`src/design/brcc_pkg.sv`:
```
package brcc_pkg;

  localparam logic [2:0] KIND_HDR_OK  = 3'd0;
  localparam logic [2:0] KIND_HDR_BAD = 3'd1;
  localparam logic [2:0] KIND_DATA    = 3'd2;
  localparam logic [2:0] KIND_CRC_OK  = 3'd3;
  localparam logic [2:0] KIND_CRC_BAD = 3'd4;

  localparam logic [31:0] CRC_POLY = 32'hEDB88320;
  localparam logic [31:0] CRC_INIT = 32'hFFFFFFFF;
  localparam logic [15:0] BOM_SWAPPED = 16'hAA55;

  // Magic bytes, first byte in the low lane.
  localparam logic [63:0] MAGIC_SEQ = {8'd3, 8'd77, 8'd67, 8'd82, 8'd68, 8'd80, 8'd83, 8'd137};

  // Reflected CRC-32, one byte; flattens to an XOR network.
  function automatic logic [31:0] crc32_byte(input logic [31:0] crc, input logic [7:0] b);
    logic [31:0] c;
    c = crc ^ {24'h0, b};
    for (int k = 0; k < 8; k++) begin
      c = c[0] ? ((c >> 1) ^ CRC_POLY) : (c >> 1);
    end
    return c;
  endfunction

endpackage

```
`src/design/block_record_crc_checker_top.sv`:
```
// Channel | Direction | Handshake             | Payload
// in      | input     | in_valid_i/in_stall_o | byte_in_i
// out     | output    | out_valid_o/out_stall_i | kind_o, data_byte_o, bom_swapped_o,
//         |           |                       | class_id_o, major_version_o, minor_version_o,
//         |           |                       | record_data_id_o, record_length_o
// One byte is taken per cycle unless stalled; any result shows on the next cycle from the
// output register. The parser and the byte-wide CRC sit between the input and that register.
// Reset puts the parser back at the first magic byte with the output empty.
// The input is stalled only while a held result is itself stalled.
module block_record_crc_checker_top #(
  parameter int DataIdBytes = 4
) (
  input  logic        clk_i,
  input  logic        rst_ni,
  input  logic        in_valid_i,
  output logic        in_stall_o,
  input  logic [7:0]  byte_in_i,
  output logic        out_valid_o,
  input  logic        out_stall_i,
  output logic [2:0]  kind_o,
  output logic [7:0]  data_byte_o,
  output logic        bom_swapped_o,
  output logic [15:0] class_id_o,
  output logic [7:0]  major_version_o,
  output logic [7:0]  minor_version_o,
  output logic [31:0] record_data_id_o,
  output logic [31:0] record_length_o
);
  import brcc_pkg::*;

  localparam logic [3:0] PH_MAGIC = 4'd0;
  localparam logic [3:0] PH_BOM   = 4'd1;
  localparam logic [3:0] PH_LEN   = 4'd2;
  localparam logic [3:0] PH_CLASS = 4'd3;
  localparam logic [3:0] PH_MAJOR = 4'd4;
  localparam logic [3:0] PH_MINOR = 4'd5;
  localparam logic [3:0] PH_DID   = 4'd6;
  localparam logic [3:0] PH_DATA  = 4'd7;
  localparam logic [3:0] PH_CRC   = 4'd8;
  localparam logic [3:0] PH_DEAD  = 4'd9;

  logic [3:0]  phase_q, phase_d;
  logic [31:0] cnt_q, cnt_d;
  logic [31:0] len_q, len_d;
  logic [15:0] class_q, class_d;
  logic [7:0]  major_q, major_d;
  logic [7:0]  minor_q, minor_d;
  logic [31:0] did_q, did_d;
  logic [31:0] crc_q, crc_d;
  logic [23:0] rcv_q, rcv_d;
  logic        bad_q, bad_d;
  logic [7:0]  bom_lo_q, bom_lo_d;

  logic        out_valid_q, out_valid_d;
  logic [2:0]  kind_q, kind_d;
  logic [7:0]  data_q, data_d;
  logic        swap_q, swap_d;
  logic [15:0] oclass_q, oclass_d;
  logic [7:0]  omajor_q, omajor_d;
  logic [7:0]  ominor_q, ominor_d;
  logic [31:0] odid_q, odid_d;
  logic [31:0] olen_q, olen_d;

  logic        accept;
  logic        res_valid;
  logic [2:0]  res_kind;
  logic [7:0]  res_data;
  logic        res_swap;
  logic        res_rec;
  logic [31:0] cnt_inc;
  logic [31:0] rcv_full;
  logic        mag_mismatch;

  assign in_stall_o = out_valid_q & out_stall_i;
  assign accept     = in_valid_i & ~in_stall_o;
  assign cnt_inc    = cnt_q + 32'd1;
  assign rcv_full   = {byte_in_i, rcv_q};
  assign mag_mismatch = byte_in_i != MAGIC_SEQ[cnt_q[2:0]*8 +: 8];

  always_comb begin
    phase_d  = phase_q;
    cnt_d    = cnt_q;
    len_d    = len_q;
    class_d  = class_q;
    major_d  = major_q;
    minor_d  = minor_q;
    did_d    = did_q;
    crc_d    = crc_q;
    rcv_d    = rcv_q;
    bad_d    = bad_q;
    bom_lo_d = bom_lo_q;
    res_valid = 1'b0;
    res_kind  = KIND_HDR_OK;
    res_data  = 8'h0;
    res_swap  = 1'b0;
    res_rec   = 1'b0;
    unique case (phase_q)
      PH_MAGIC: begin
        bad_d = bad_q | mag_mismatch;
        if (cnt_q >= 32'd7) begin
          cnt_d = '0;
          if (bad_d) begin
            phase_d   = PH_DEAD;
            res_valid = 1'b1;
            res_kind  = KIND_HDR_BAD;
          end else begin
            phase_d = PH_BOM;
          end
        end else begin
          cnt_d = cnt_inc;
        end
      end
      PH_BOM: begin
        if (cnt_q == '0) begin
          bom_lo_d = byte_in_i;
          cnt_d    = 32'd1;
        end else begin
          cnt_d     = '0;
          phase_d   = PH_LEN;
          crc_d     = CRC_INIT;
          res_valid = 1'b1;
          res_kind  = KIND_HDR_OK;
          res_swap  = {byte_in_i, bom_lo_q} == BOM_SWAPPED;
        end
      end
      PH_LEN: begin
        if (cnt_q == '0) len_d = '0;
        len_d[cnt_q[1:0]*8 +: 8] = byte_in_i;
        if (cnt_q >= 32'd3) begin
          cnt_d   = '0;
          phase_d = PH_CLASS;
        end else begin
          cnt_d = cnt_inc;
        end
      end
      PH_CLASS: begin
        if (cnt_q == '0) begin
          class_d = {8'h0, byte_in_i};
          cnt_d   = 32'd1;
        end else begin
          class_d = {byte_in_i, class_q[7:0]};
          cnt_d   = '0;
          phase_d = PH_MAJOR;
        end
      end
      PH_MAJOR: begin
        major_d = byte_in_i;
        phase_d = PH_MINOR;
      end
      PH_MINOR: begin
        // ID word enters low byte first: minor, major, class low, class high
        minor_d = byte_in_i;
        crc_d   = crc32_byte(crc32_byte(crc32_byte(crc32_byte(CRC_INIT, byte_in_i),
                  major_q), class_q[7:0]), class_q[15:8]);
        did_d   = '0;
        cnt_d   = '0;
        phase_d = PH_DID;
      end
      PH_DID: begin
        if (cnt_q < 32'd4) did_d[cnt_q[1:0]*8 +: 8] = byte_in_i;
        crc_d = crc32_byte(crc_q, byte_in_i);
        cnt_d = cnt_inc;
        if (cnt_inc >= 32'(DataIdBytes)) begin
          cnt_d   = '0;
          phase_d = (len_q == '0) ? PH_CRC : PH_DATA;
        end
      end
      PH_DATA: begin
        crc_d = crc32_byte(crc_q, byte_in_i);
        cnt_d = cnt_inc;
        if (cnt_inc >= len_q) begin
          cnt_d   = '0;
          phase_d = PH_CRC;
        end
        res_valid = 1'b1;
        res_kind  = KIND_DATA;
        res_data  = byte_in_i;
      end
      PH_CRC: begin
        // first three CRC bytes shift in from the top; the fourth joins them directly
        if (cnt_q < 32'd3) begin
          rcv_d = {byte_in_i, rcv_q[23:8]};
          cnt_d = cnt_inc;
        end else begin
          cnt_d     = '0;
          phase_d   = PH_LEN;
          crc_d     = CRC_INIT;
          res_valid = 1'b1;
          res_rec   = 1'b1;
          res_kind  = (rcv_full == ~crc_q) ? KIND_CRC_OK : KIND_CRC_BAD;
        end
      end
      PH_DEAD: begin
      end
      default: begin
        phase_d = PH_DEAD;
      end
    endcase
  end

  always_comb begin
    out_valid_d = out_valid_q & out_stall_i;
    kind_d      = kind_q;
    data_d      = data_q;
    swap_d      = swap_q;
    oclass_d    = oclass_q;
    omajor_d    = omajor_q;
    ominor_d    = ominor_q;
    odid_d      = odid_q;
    olen_d      = olen_q;
    if (accept) begin
      out_valid_d = res_valid;
      kind_d      = res_kind;
      data_d      = res_data;
      swap_d      = res_swap;
      oclass_d    = res_rec ? class_q : 16'h0;
      omajor_d    = res_rec ? major_q : 8'h0;
      ominor_d    = res_rec ? minor_q : 8'h0;
      odid_d      = res_rec ? did_q : 32'h0;
      olen_d      = res_rec ? len_q : 32'h0;
    end
  end

  always_ff @(posedge clk_i or negedge rst_ni) begin
    if (!rst_ni) begin
      phase_q     <= PH_MAGIC;
      cnt_q       <= '0;
      len_q       <= '0;
      class_q     <= '0;
      major_q     <= '0;
      minor_q     <= '0;
      did_q       <= '0;
      crc_q       <= CRC_INIT;
      rcv_q       <= '0;
      bad_q       <= 1'b0;
      bom_lo_q    <= '0;
      out_valid_q <= 1'b0;
    end else begin
      if (accept) begin
        phase_q  <= phase_d;
        cnt_q    <= cnt_d;
        len_q    <= len_d;
        class_q  <= class_d;
        major_q  <= major_d;
        minor_q  <= minor_d;
        did_q    <= did_d;
        crc_q    <= crc_d;
        rcv_q    <= rcv_d;
        bad_q    <= bad_d;
        bom_lo_q <= bom_lo_d;
      end
      out_valid_q <= out_valid_d;
    end
  end

  always_ff @(posedge clk_i) begin
    kind_q   <= kind_d;
    data_q   <= data_d;
    swap_q   <= swap_d;
    oclass_q <= oclass_d;
    omajor_q <= omajor_d;
    ominor_q <= ominor_d;
    odid_q   <= odid_d;
    olen_q   <= olen_d;
  end

  assign out_valid_o      = out_valid_q;
  assign kind_o           = kind_q;
  assign data_byte_o      = data_q;
  assign bom_swapped_o    = swap_q;
  assign class_id_o       = oclass_q;
  assign major_version_o  = omajor_q;
  assign minor_version_o  = ominor_q;
  assign record_data_id_o = odid_q;
  assign record_length_o  = olen_q;

endmodule

```
`config.mk`:
```
export PLATFORM = sky130hd
export DESIGN_NAME = block_record_crc_checker_top
export DESIGN_NICKNAME = d
export VERILOG_FILES = /design/src/design/brcc_pkg.sv /design/src/design/block_record_crc_checker_top.sv
export SDC_FILE = /design/constraint.sdc
export NUM_CORES = 1
export LEC_CHECK = 0
export BUFFER_PORTS_ARGS = -buffer_cell sky130_fd_sc_hd__buf_4
export CAP_MARGIN = 20
export CORE_MARGIN = 4
export CORE_UTILIZATION = 40
export DETAILED_ROUTE_END_ITERATION = 8
export RECOVER_POWER = 25
export SYNTH_ARGS = -nofsm -noshare
export SYNTH_HDL_FRONTEND = slang
export SYNTH_SLANG_ARGS = --single-unit
```
`constraint.sdc`:
```
create_clock -name clk_i -period 9.93 [get_ports clk_i]
set_input_delay 0.993 -clock clk_i [delete_from_list [all_inputs] [get_ports clk_i]]
set_output_delay 0.993 -clock clk_i [all_outputs]
set_load 0.02 [all_outputs]
```
==> results of run 1 <==
[registers in the layout (all words and copies together) (netlist names), 16 cells and up]
signal and cells:
cnt_q 32, len_q 32, record_length_o 32, crc_q 32, record_data_id_o 32, rcv_q 24, did_q 32, class_id_o 16
class_q 16
[layer usage]
metal | part of all wire (%) | wire (um) | vias up | global-route usage, %
met2 | 46 | 21800 | 365 | 30.8
met1 | 46 | 21700 | 6185 | 28.2
li1 | - | - | 5970 | -
met5 | 0 | 0 | - | 0
met4 | 2.4 | 1140 | 0 | 5.51
met3 | 5.7 | 2730 | 71 | 3.24
[logic make-up after synthesis]
family / synth area share (%)
XOR/XNOR: 21.7
multiplexers: 3.29
flip-flops: 45.7
buffers and inverters: 3.44
AO/OA/AOI/OAI: 9.64
AND/OR/NAND/NOR: 13.3
adder cells (fa/ha/maj): 2.85
[worst register-to-register path, stage by stage (launching register included)]
cell	delay (ps)
dfrtp_1	700
nand4_1	240
nor4_2	780
and2_1	320
and3_1	340
nand3_1	140
xnor2_1	180
ha_1	320
nand4_1	130
a211o_1	260
a31oi_1	150
a211o_1	430
nand2_1	510
a32o_1	420
[per-stage QoR]
stage	area (sq um)	hold slack, ps	worst slack, ps	utilization, %
3_5_place_dp	19400	462	4630	43.6
3_3_place_gp	19400	452	4740	43.6
4_1_cts	20500	443	4990	46.2
5_1_grt	20500	502	4520	46.2
6_report	20500	471	4880	46.2
2_1_floorplan	18000	437	4880	-
[placed cells by master, fill, tap and decap left out, drive strengths merged, types with 9 or more instances in the layout]
master / instances
a21o: 10
a21oi: 36
a32o: 10
and2: 78
and3: 11
buf: 132
clkbuf: 52
clkinv: 10
dfrtp: 166
dfstp: 32
edfxtp: 108
ha: 41
inv: 54
mux2: 50
nand2: 191
nand2b: 10
nand3: 28
nand4: 26
nor2: 82
nor3: 9
nor4: 24
o21a: 24
o21ai: 127
o221ai: 22
xnor2: 243
xor2: 126
[layout make-up]
cell class / instances / area share (%)
clock buffer: 50 / 4.89
clock inverter: 16 / 0.713
inverter: 52 / 0.963
multi-input combinational: 1242 / 44.7
sequential: 306 / 40.1
tap: 592 / 3.61
timing repair buffer: 134 / 5.00
[how the worst min path moves through the flow]
stage | start | end | slack, ps
floorplan | bad_q$_DFFE_PN0P_ | bad_q$_DFFE_PN0P_ | 440
global route | did_q[26]$_DFFE_PN0P_ | did_q[26]$_DFFE_PN0P_ | 500
CTS | rst_ni | cnt_q[22]$_DFFE_PN0P_ | 440
detailed placement | did_q[31]$_DFFE_PN0P_ | did_q[31]$_DFFE_PN0P_ | 460
finish | did_q[31]$_DFFE_PN0P_ | did_q[31]$_DFFE_PN0P_ | 470
global placement | bad_q$_DFFE_PN0P_ | bad_q$_DFFE_PN0P_ | 450
==> summary.md, run 1 <==
| Metric | Value |
|---|---|
| Run status | `complete, but fails checks` |
| Failing checks | `max-capacitance violations, max-slew violations` |
| Via count of the first global-routing pass | `12476` |
| Routed vias | `12591` |
| Seq. cell area | `8240 sq um` |
| Slew Viols, Final | `68` |
| Final hold vios | `0` |
| Area of the mapped netlist | `18000 sq um` |
| Unrepaired setup endpoints after global routing | `false` |
| Mapped Cells | `1703` |
| Top cells by area in the synthesized netlist | `dfrtp_1 (23%), edfxtp_1 (18%), xnor2_1 (10%)` |
| H-tree levels | `2` |
| Flip-flop cell with the highest count after synthesis | `dfrtp_1` |
| Root buf cell | `clkbuf_16` |
| Number of placed instances, taps included | `2324` |
| Overall global routing resource usage | `19.6%` |
| Minimum clock period | `5050 ps` |
| Initial cell density of the core | `40.6%` |
| # nets final | `1825` |
| Minimum setup slack among reg-to-reg paths | `4880 ps` |
| Routed len/inst | `19.8 um` |
| Max-slew headroom at the worst pin | `-156%` |
| Peak clock frequency supported by timing | `0.198 GHz` |
| Area taken by multi-input logic gates | `9180 sq um` |
| Width of the chip | `220 um` |
| Share of final-layout standard cells stronger than drive strength 1 | `18.1%` |
| Post-CTS Repair Setup Buffers | `0` |
| Grt ovf | `0` |
| CTS tree | `built` |
| Start point of the critical path | `cnt_q[2]$_DFFE_PN0P_` |
| Total detailed-routing wirelength | `47.4 mm` |
| Path type of the worst min-delay path | `flop to flop` |
| Max Clock Skew | `22.1 ps` |
| Delay of the slowest critical-path stage | `780 ps` |
| Skew-Pair Late Insertion Delay | `560 ps` |
| PostCTS Resize Cnt | `0` |
| Maximum number of pins on one net before global-route repair | `84` |
| DRC viols | `0` |
| Register bit total from synthesis | `306` |
| End point of the critical path | `cnt_q[31]$_DFFE_PN0P_` |
| Number of synthesized flops with an enable pin | `108` |
| Worst flop-to-flop path startpoint | `cnt_q[2]$_DFFE_PN0P_` |
| Distinct cells, synth | `67` |
| Initial DRT Pass Iterations | `6` |
| Clock-pin slew on the worst setup and hold paths | `60 ps` |
| Crit path max fanout | `18` |
| Global-route wire length before repair | `74.6 mm` |
| Buffers from clock root to sink, at most | `3` |
| Portion of the post-synthesis area used by sequential elements | `45.7%` |
| Full die area | `48500 sq um` |
| Weighted congestion reported at the end of routability-driven placement | `0.882` |
| Setup tns final | `0 ps` |
| Data required time of the worst path | `10360 ps` |
| Detailed placer's ending HPWL | `33.0 mm` |
| Port Buf Inserts | `121` |
| Setup violators final | `0` |
| RR Endpoint | `cnt_q[31]$_DFFE_PN0P_` |
| Period Utilization, post-route | `50.8%` |
| Diodes inserted | `0` |
| Asr flop ratio synth | `64.7%` |
| Capturing element type of the critical path | `flop` |
| Count of yosys warnings during synthesis | `0` |
| Critical path start-end classification | `flop to flop` |
| Average via count per standard cell | `5.26` |
| Worst hold path depth | `2` |
| Area share of the largest cell type after synthesis | `23.1%` |
| Number of violations reported at the end of detailed-routing iteration 0 | `990` |
| Number of placement rows | `77` |
| Top cell types by occurrence after synthesis | `xnor2_1 (211), nand2_1 (191), dfrtp_1 (166), o21ai_0 (117), xor2_1 (116)` |
| Chip Height | `220 um` |
| Net count after synthesis | `1756` |
| Max stage delay cell, worst path | `nor4_2` |
| Post-synthesis area per instance | `10.6 sq um` |
| Ordered list of cells on the worst path | `nand4_1 -> nor4_2 -> and2_1 -> and3_1 -> nand3_1 -> xnor2_1 -> ha_1 -> nand4_1 -> a211o_1 -> a31oi_1 -> a211o_1 -> nand2_1 -> a32o_1` |
| Filler Cells Inserted | `4142` |
| Number of buffers created by CTS | `36` |
| Actual slew at the worst max-slew pin | `3840 ps` |
| Setup crit start kind | `flop` |
| Number of antenna violations at the first check in global routing | `0` |
| Total clock sinks | `306` |
| Final Instance Count excl. Fillers | `2392` |
| Data arrival at the endpoint of the critical path | `5480 ps` |
| Dominant cell by count in the synthesized netlist | `xnor2_1` |
| WP buf/inv | `0` |
| R2R cell count | `13` |
| Top delay family on crit path | `simple AND/OR/NAND/NOR gates` |
| Number of primary I/O pins | `122` |
| Core Area | `44400 sq um` |
| Max-capacitance violation count | `1` |
| Top cell type by total area after synthesis | `dfrtp_1` |
| Area growth from synthesis to final layout | `13.9%` |
| Logic depth of the worst path, buffers included | `13` |
| Detail Route Antenna Nets | `0` |
| Hold buffer count at CTS | `0` |
Power of run 1 is left out: the tool's default activity adds up to more than one toggle a clock period on the data nets, which glitch-free logic cannot reach.
==> inputs of run 2 (changes only) <==
- clock period: 9.93 -> 5.1 ns (I/O delays scaled with it)
==> summary.md, run 2 (synthesis gave the netlist of run 1 again) <==
| Metric | Value |
|---|---|
| Minimum setup slack among reg-to-reg paths | `680 ps (was 4880 ps)` |
| H-tree levels | `2 (unchanged)` |
| Met2 layer usage reported by global route | `31.9% (was 30.8%)` |
| Worst hold path endpoint | `out_valid_o$_DFF_PN0_ (was did_q[31]$_DFFE_PN0P_)` |
| Width of the chip | `220 um (unchanged)` |
| # nets final | `1848 (was 1825)` |
| Total detailed-routing wirelength | `48.2 mm (was 47.4 mm)` |
| Seq. cell area | `8240 sq um (unchanged)` |
| Worst hold path depth | `3 (was 2)` |
| Actual slew at the worst max-slew pin | `2920 ps (was 3840 ps)` |
| Unrepaired setup endpoints after global routing | `false (unchanged)` |
| Path type of the worst min-delay path | `input port to flop (was flop to flop)` |
| Filler Cells Inserted | `4093 (was 4142)` |
| Full die area | `48500 sq um (unchanged)` |
| DRC viols | `0 (unchanged)` |
| Minimum clock period | `4420 ps (was 5050 ps)` |
| Failing checks | `max-capacitance violations, max-slew violations (unchanged)` |
| Port Buf Inserts | `121 (unchanged)` |
| Detailed placer's ending HPWL | `33.8 mm (was 33.0 mm)` |
| PostCTS Resize Cnt | `0 (unchanged)` |
| Clock-pin slew on the worst setup and hold paths | `60 ps (about the same)` |
| CTS tree | `built (unchanged)` |
| Most common cell after layout, fill and taps aside | `xnor2_1 (unchanged)` |
| Routed vias | `12565 (was 12591)` |
| Routed len/inst | `20.0 um (was 19.8 um)` |
| Area after DPL | `19500 sq um (was 19400 sq um)` |
| Grt ovf | `0 (unchanged)` |
| Final hold vios | `0 (unchanged)` |
| Number of violations reported at the end of detailed-routing iteration 0 | `943 (was 990)` |
| Crit path max fanout | `20 (was 18)` |
| Area growth from synthesis to final layout | `14.9% (was 13.9%)` |
| Number of primary I/O pins | `122 (unchanged)` |
| Weighted congestion reported at the end of routability-driven placement | `0.910 (was 0.882)` |
| Critical path start-end classification | `flop to flop (unchanged)` |
| Number of placement rows | `77 (unchanged)` |
| Number of buffers created by CTS | `36 (unchanged)` |
| Average via count per standard cell | `5.20 (was 5.26)` |
| Met1 global-route usage | `28.6% (was 28.2%)` |
| Global routing usage on met3 | `2.93% (was 3.24%)` |
| R2R cell count | `17 (was 13)` |
| Root buf cell | `clkbuf_16 (unchanged)` |
| Initial DRT Pass Iterations | `5 (was 6)` |
| Global-route layer with the greatest usage | `met2 (unchanged)` |
| Area taken by multi-input logic gates | `9180 sq um (unchanged)` |
| Skew-Pair Late Insertion Delay | `560 ps (about the same)` |
| Peak clock frequency supported by timing | `0.226 GHz (was 0.198 GHz)` |
| RR Endpoint | `cnt_q[28]$_DFFE_PN0P_ (was cnt_q[31]$_DFFE_PN0P_)` |
| Initial cell density of the core | `40.6% (unchanged)` |
| Share of final-layout standard cells stronger than drive strength 1 | `19.3% (was 18.1%)` |
| Max-slew headroom at the worst pin | `-94.3% (was -156%)` |
| Via count of the first global-routing pass | `12813 (was 12476)` |
| Post-CTS Repair Setup Buffers | `0 (unchanged)` |
| Period Utilization, post-route | `86.6% (was 50.8%)` |
| Buffers from clock root to sink, at most | `3 (unchanged)` |
| Top library cells by usage in the layout, fill and taps aside | `xnor2_1 (211), nand2_1 (191), dfrtp_1 (166) (unchanged)` |
| Total clock sinks | `306 (unchanged)` |
| Core Area | `44400 sq um (unchanged)` |
| Run status | `complete, but fails checks (unchanged)` |
| Hold wc startpoint | `in_valid_i (was did_q[31]$_DFFE_PN0P_)` |
| Worst flop-to-flop path startpoint | `cnt_q[7]$_DFFE_PN0P_ (was cnt_q[2]$_DFFE_PN0P_)` |
| Detail Route Antenna Nets | `0 (unchanged)` |
| Data arrival at the endpoint of the critical path | `4870 ps (was 5480 ps)` |
| Max Clock Skew | `25.1 ps (was 22.1 ps)` |
| Setup tns final | `0 ps (unchanged)` |
| Chip Height | `220 um (unchanged)` |
| Number of antenna violations at the first check in global routing | `1 (was 0)` |
| Data required time of the worst path | `5550 ps (was 10360 ps)` |
| Hold buffer count at CTS | `0 (unchanged)` |
| Setup violators final | `0 (unchanged)` |
| Max-capacitance violation count | `1 (unchanged)` |
| Setup crit start kind | `flop (unchanged)` |
| Summed area of non-filler cells in the final layout | `20700 sq um (was 20500 sq um)` |
| Capturing element type of the critical path | `flop (unchanged)` |
| Overall global routing resource usage | `20.1% (was 19.6%)` |
| Global-route wire length before repair | `76.2 mm (was 74.6 mm)` |
| Maximum number of pins on one net before global-route repair | `108 (was 84)` |
| Diodes inserted | `0 (unchanged)` |
| Slew Viols, Final | `108 (was 68)` |
run 2: stage by stage:
step | worst slack [ps] | hold WS, ps | util (%) | instances
2_1_floorplan | 529 | 214 | - | 1703
3_3_place_gp | 624 | 451 | 44.0 | 2348
3_5_place_dp | 486 | 463 | 44.0 | 2348
4_1_cts | 766 | 104 | 46.6 | 2414
5_1_grt | 365 | 212 | 46.6 | 2415
6_report | 682 | 198 | 46.6 | 2415
run 2: worst max path at each step:
stage / startpoint / to / cells after the start
floorplan: out_stall_i / cnt_q[10]$_DFFE_PN0P_ / 5
global placement: byte_in_i[0] / crc_q[14]$_DFFE_PN1P_ / 14
detailed placement: byte_in_i[0] / crc_q[14]$_DFFE_PN1P_ / 14
CTS: cnt_q[6]$_DFFE_PN0P_ / cnt_q[9]$_DFFE_PN0P_ / 17
global route: cnt_q[6]$_DFFE_PN0P_ / cnt_q[9]$_DFFE_PN0P_ / 17
finish: cnt_q[7]$_DFFE_PN0P_ / cnt_q[28]$_DFFE_PN0P_ / 17
run 2: cell type report:
| cell class | instances | share of cell area [%] |
|---|---|---|
| multi-input combinational | 1242 | 44.3 |
| sequential | 306 | 39.8 |
| clock inverter | 19 | 0.919 |
| inverter | 52 | 0.955 |
| timing repair buffer | 157 | 5.66 |
| tap | 592 | 3.58 |
| clock buffer | 47 | 4.75 |
run 2: worst max-delay path, stage by stage (launching register included):
cell      delay, ps
dfrtp_1         490
nand3_1         240
nor4_2          650
and2_1          320
nand4_1         330
nor2_1          260
nand2_1         100
nand2_1          80
ha_1            230
nor2b_1         130
o21ai_0         140
o211ai_1        140
a211o_1         290
buf_4           180
a21o_1          150
buf_4           210
o21ba_2         220
a31oi_1         160
run 2: layer usage:
| metal | vias up | wire length (um) |
|---|---|---|
| met2 | 306 | 22300 |
| met1 | 6170 | 22500 |
| met4 | 0 | 1150 |
| met5 | - | 0 |
| li1 | 6013 | - |
| met3 | 76 | 2270 |
Power of run 2 is left out for the same reason.
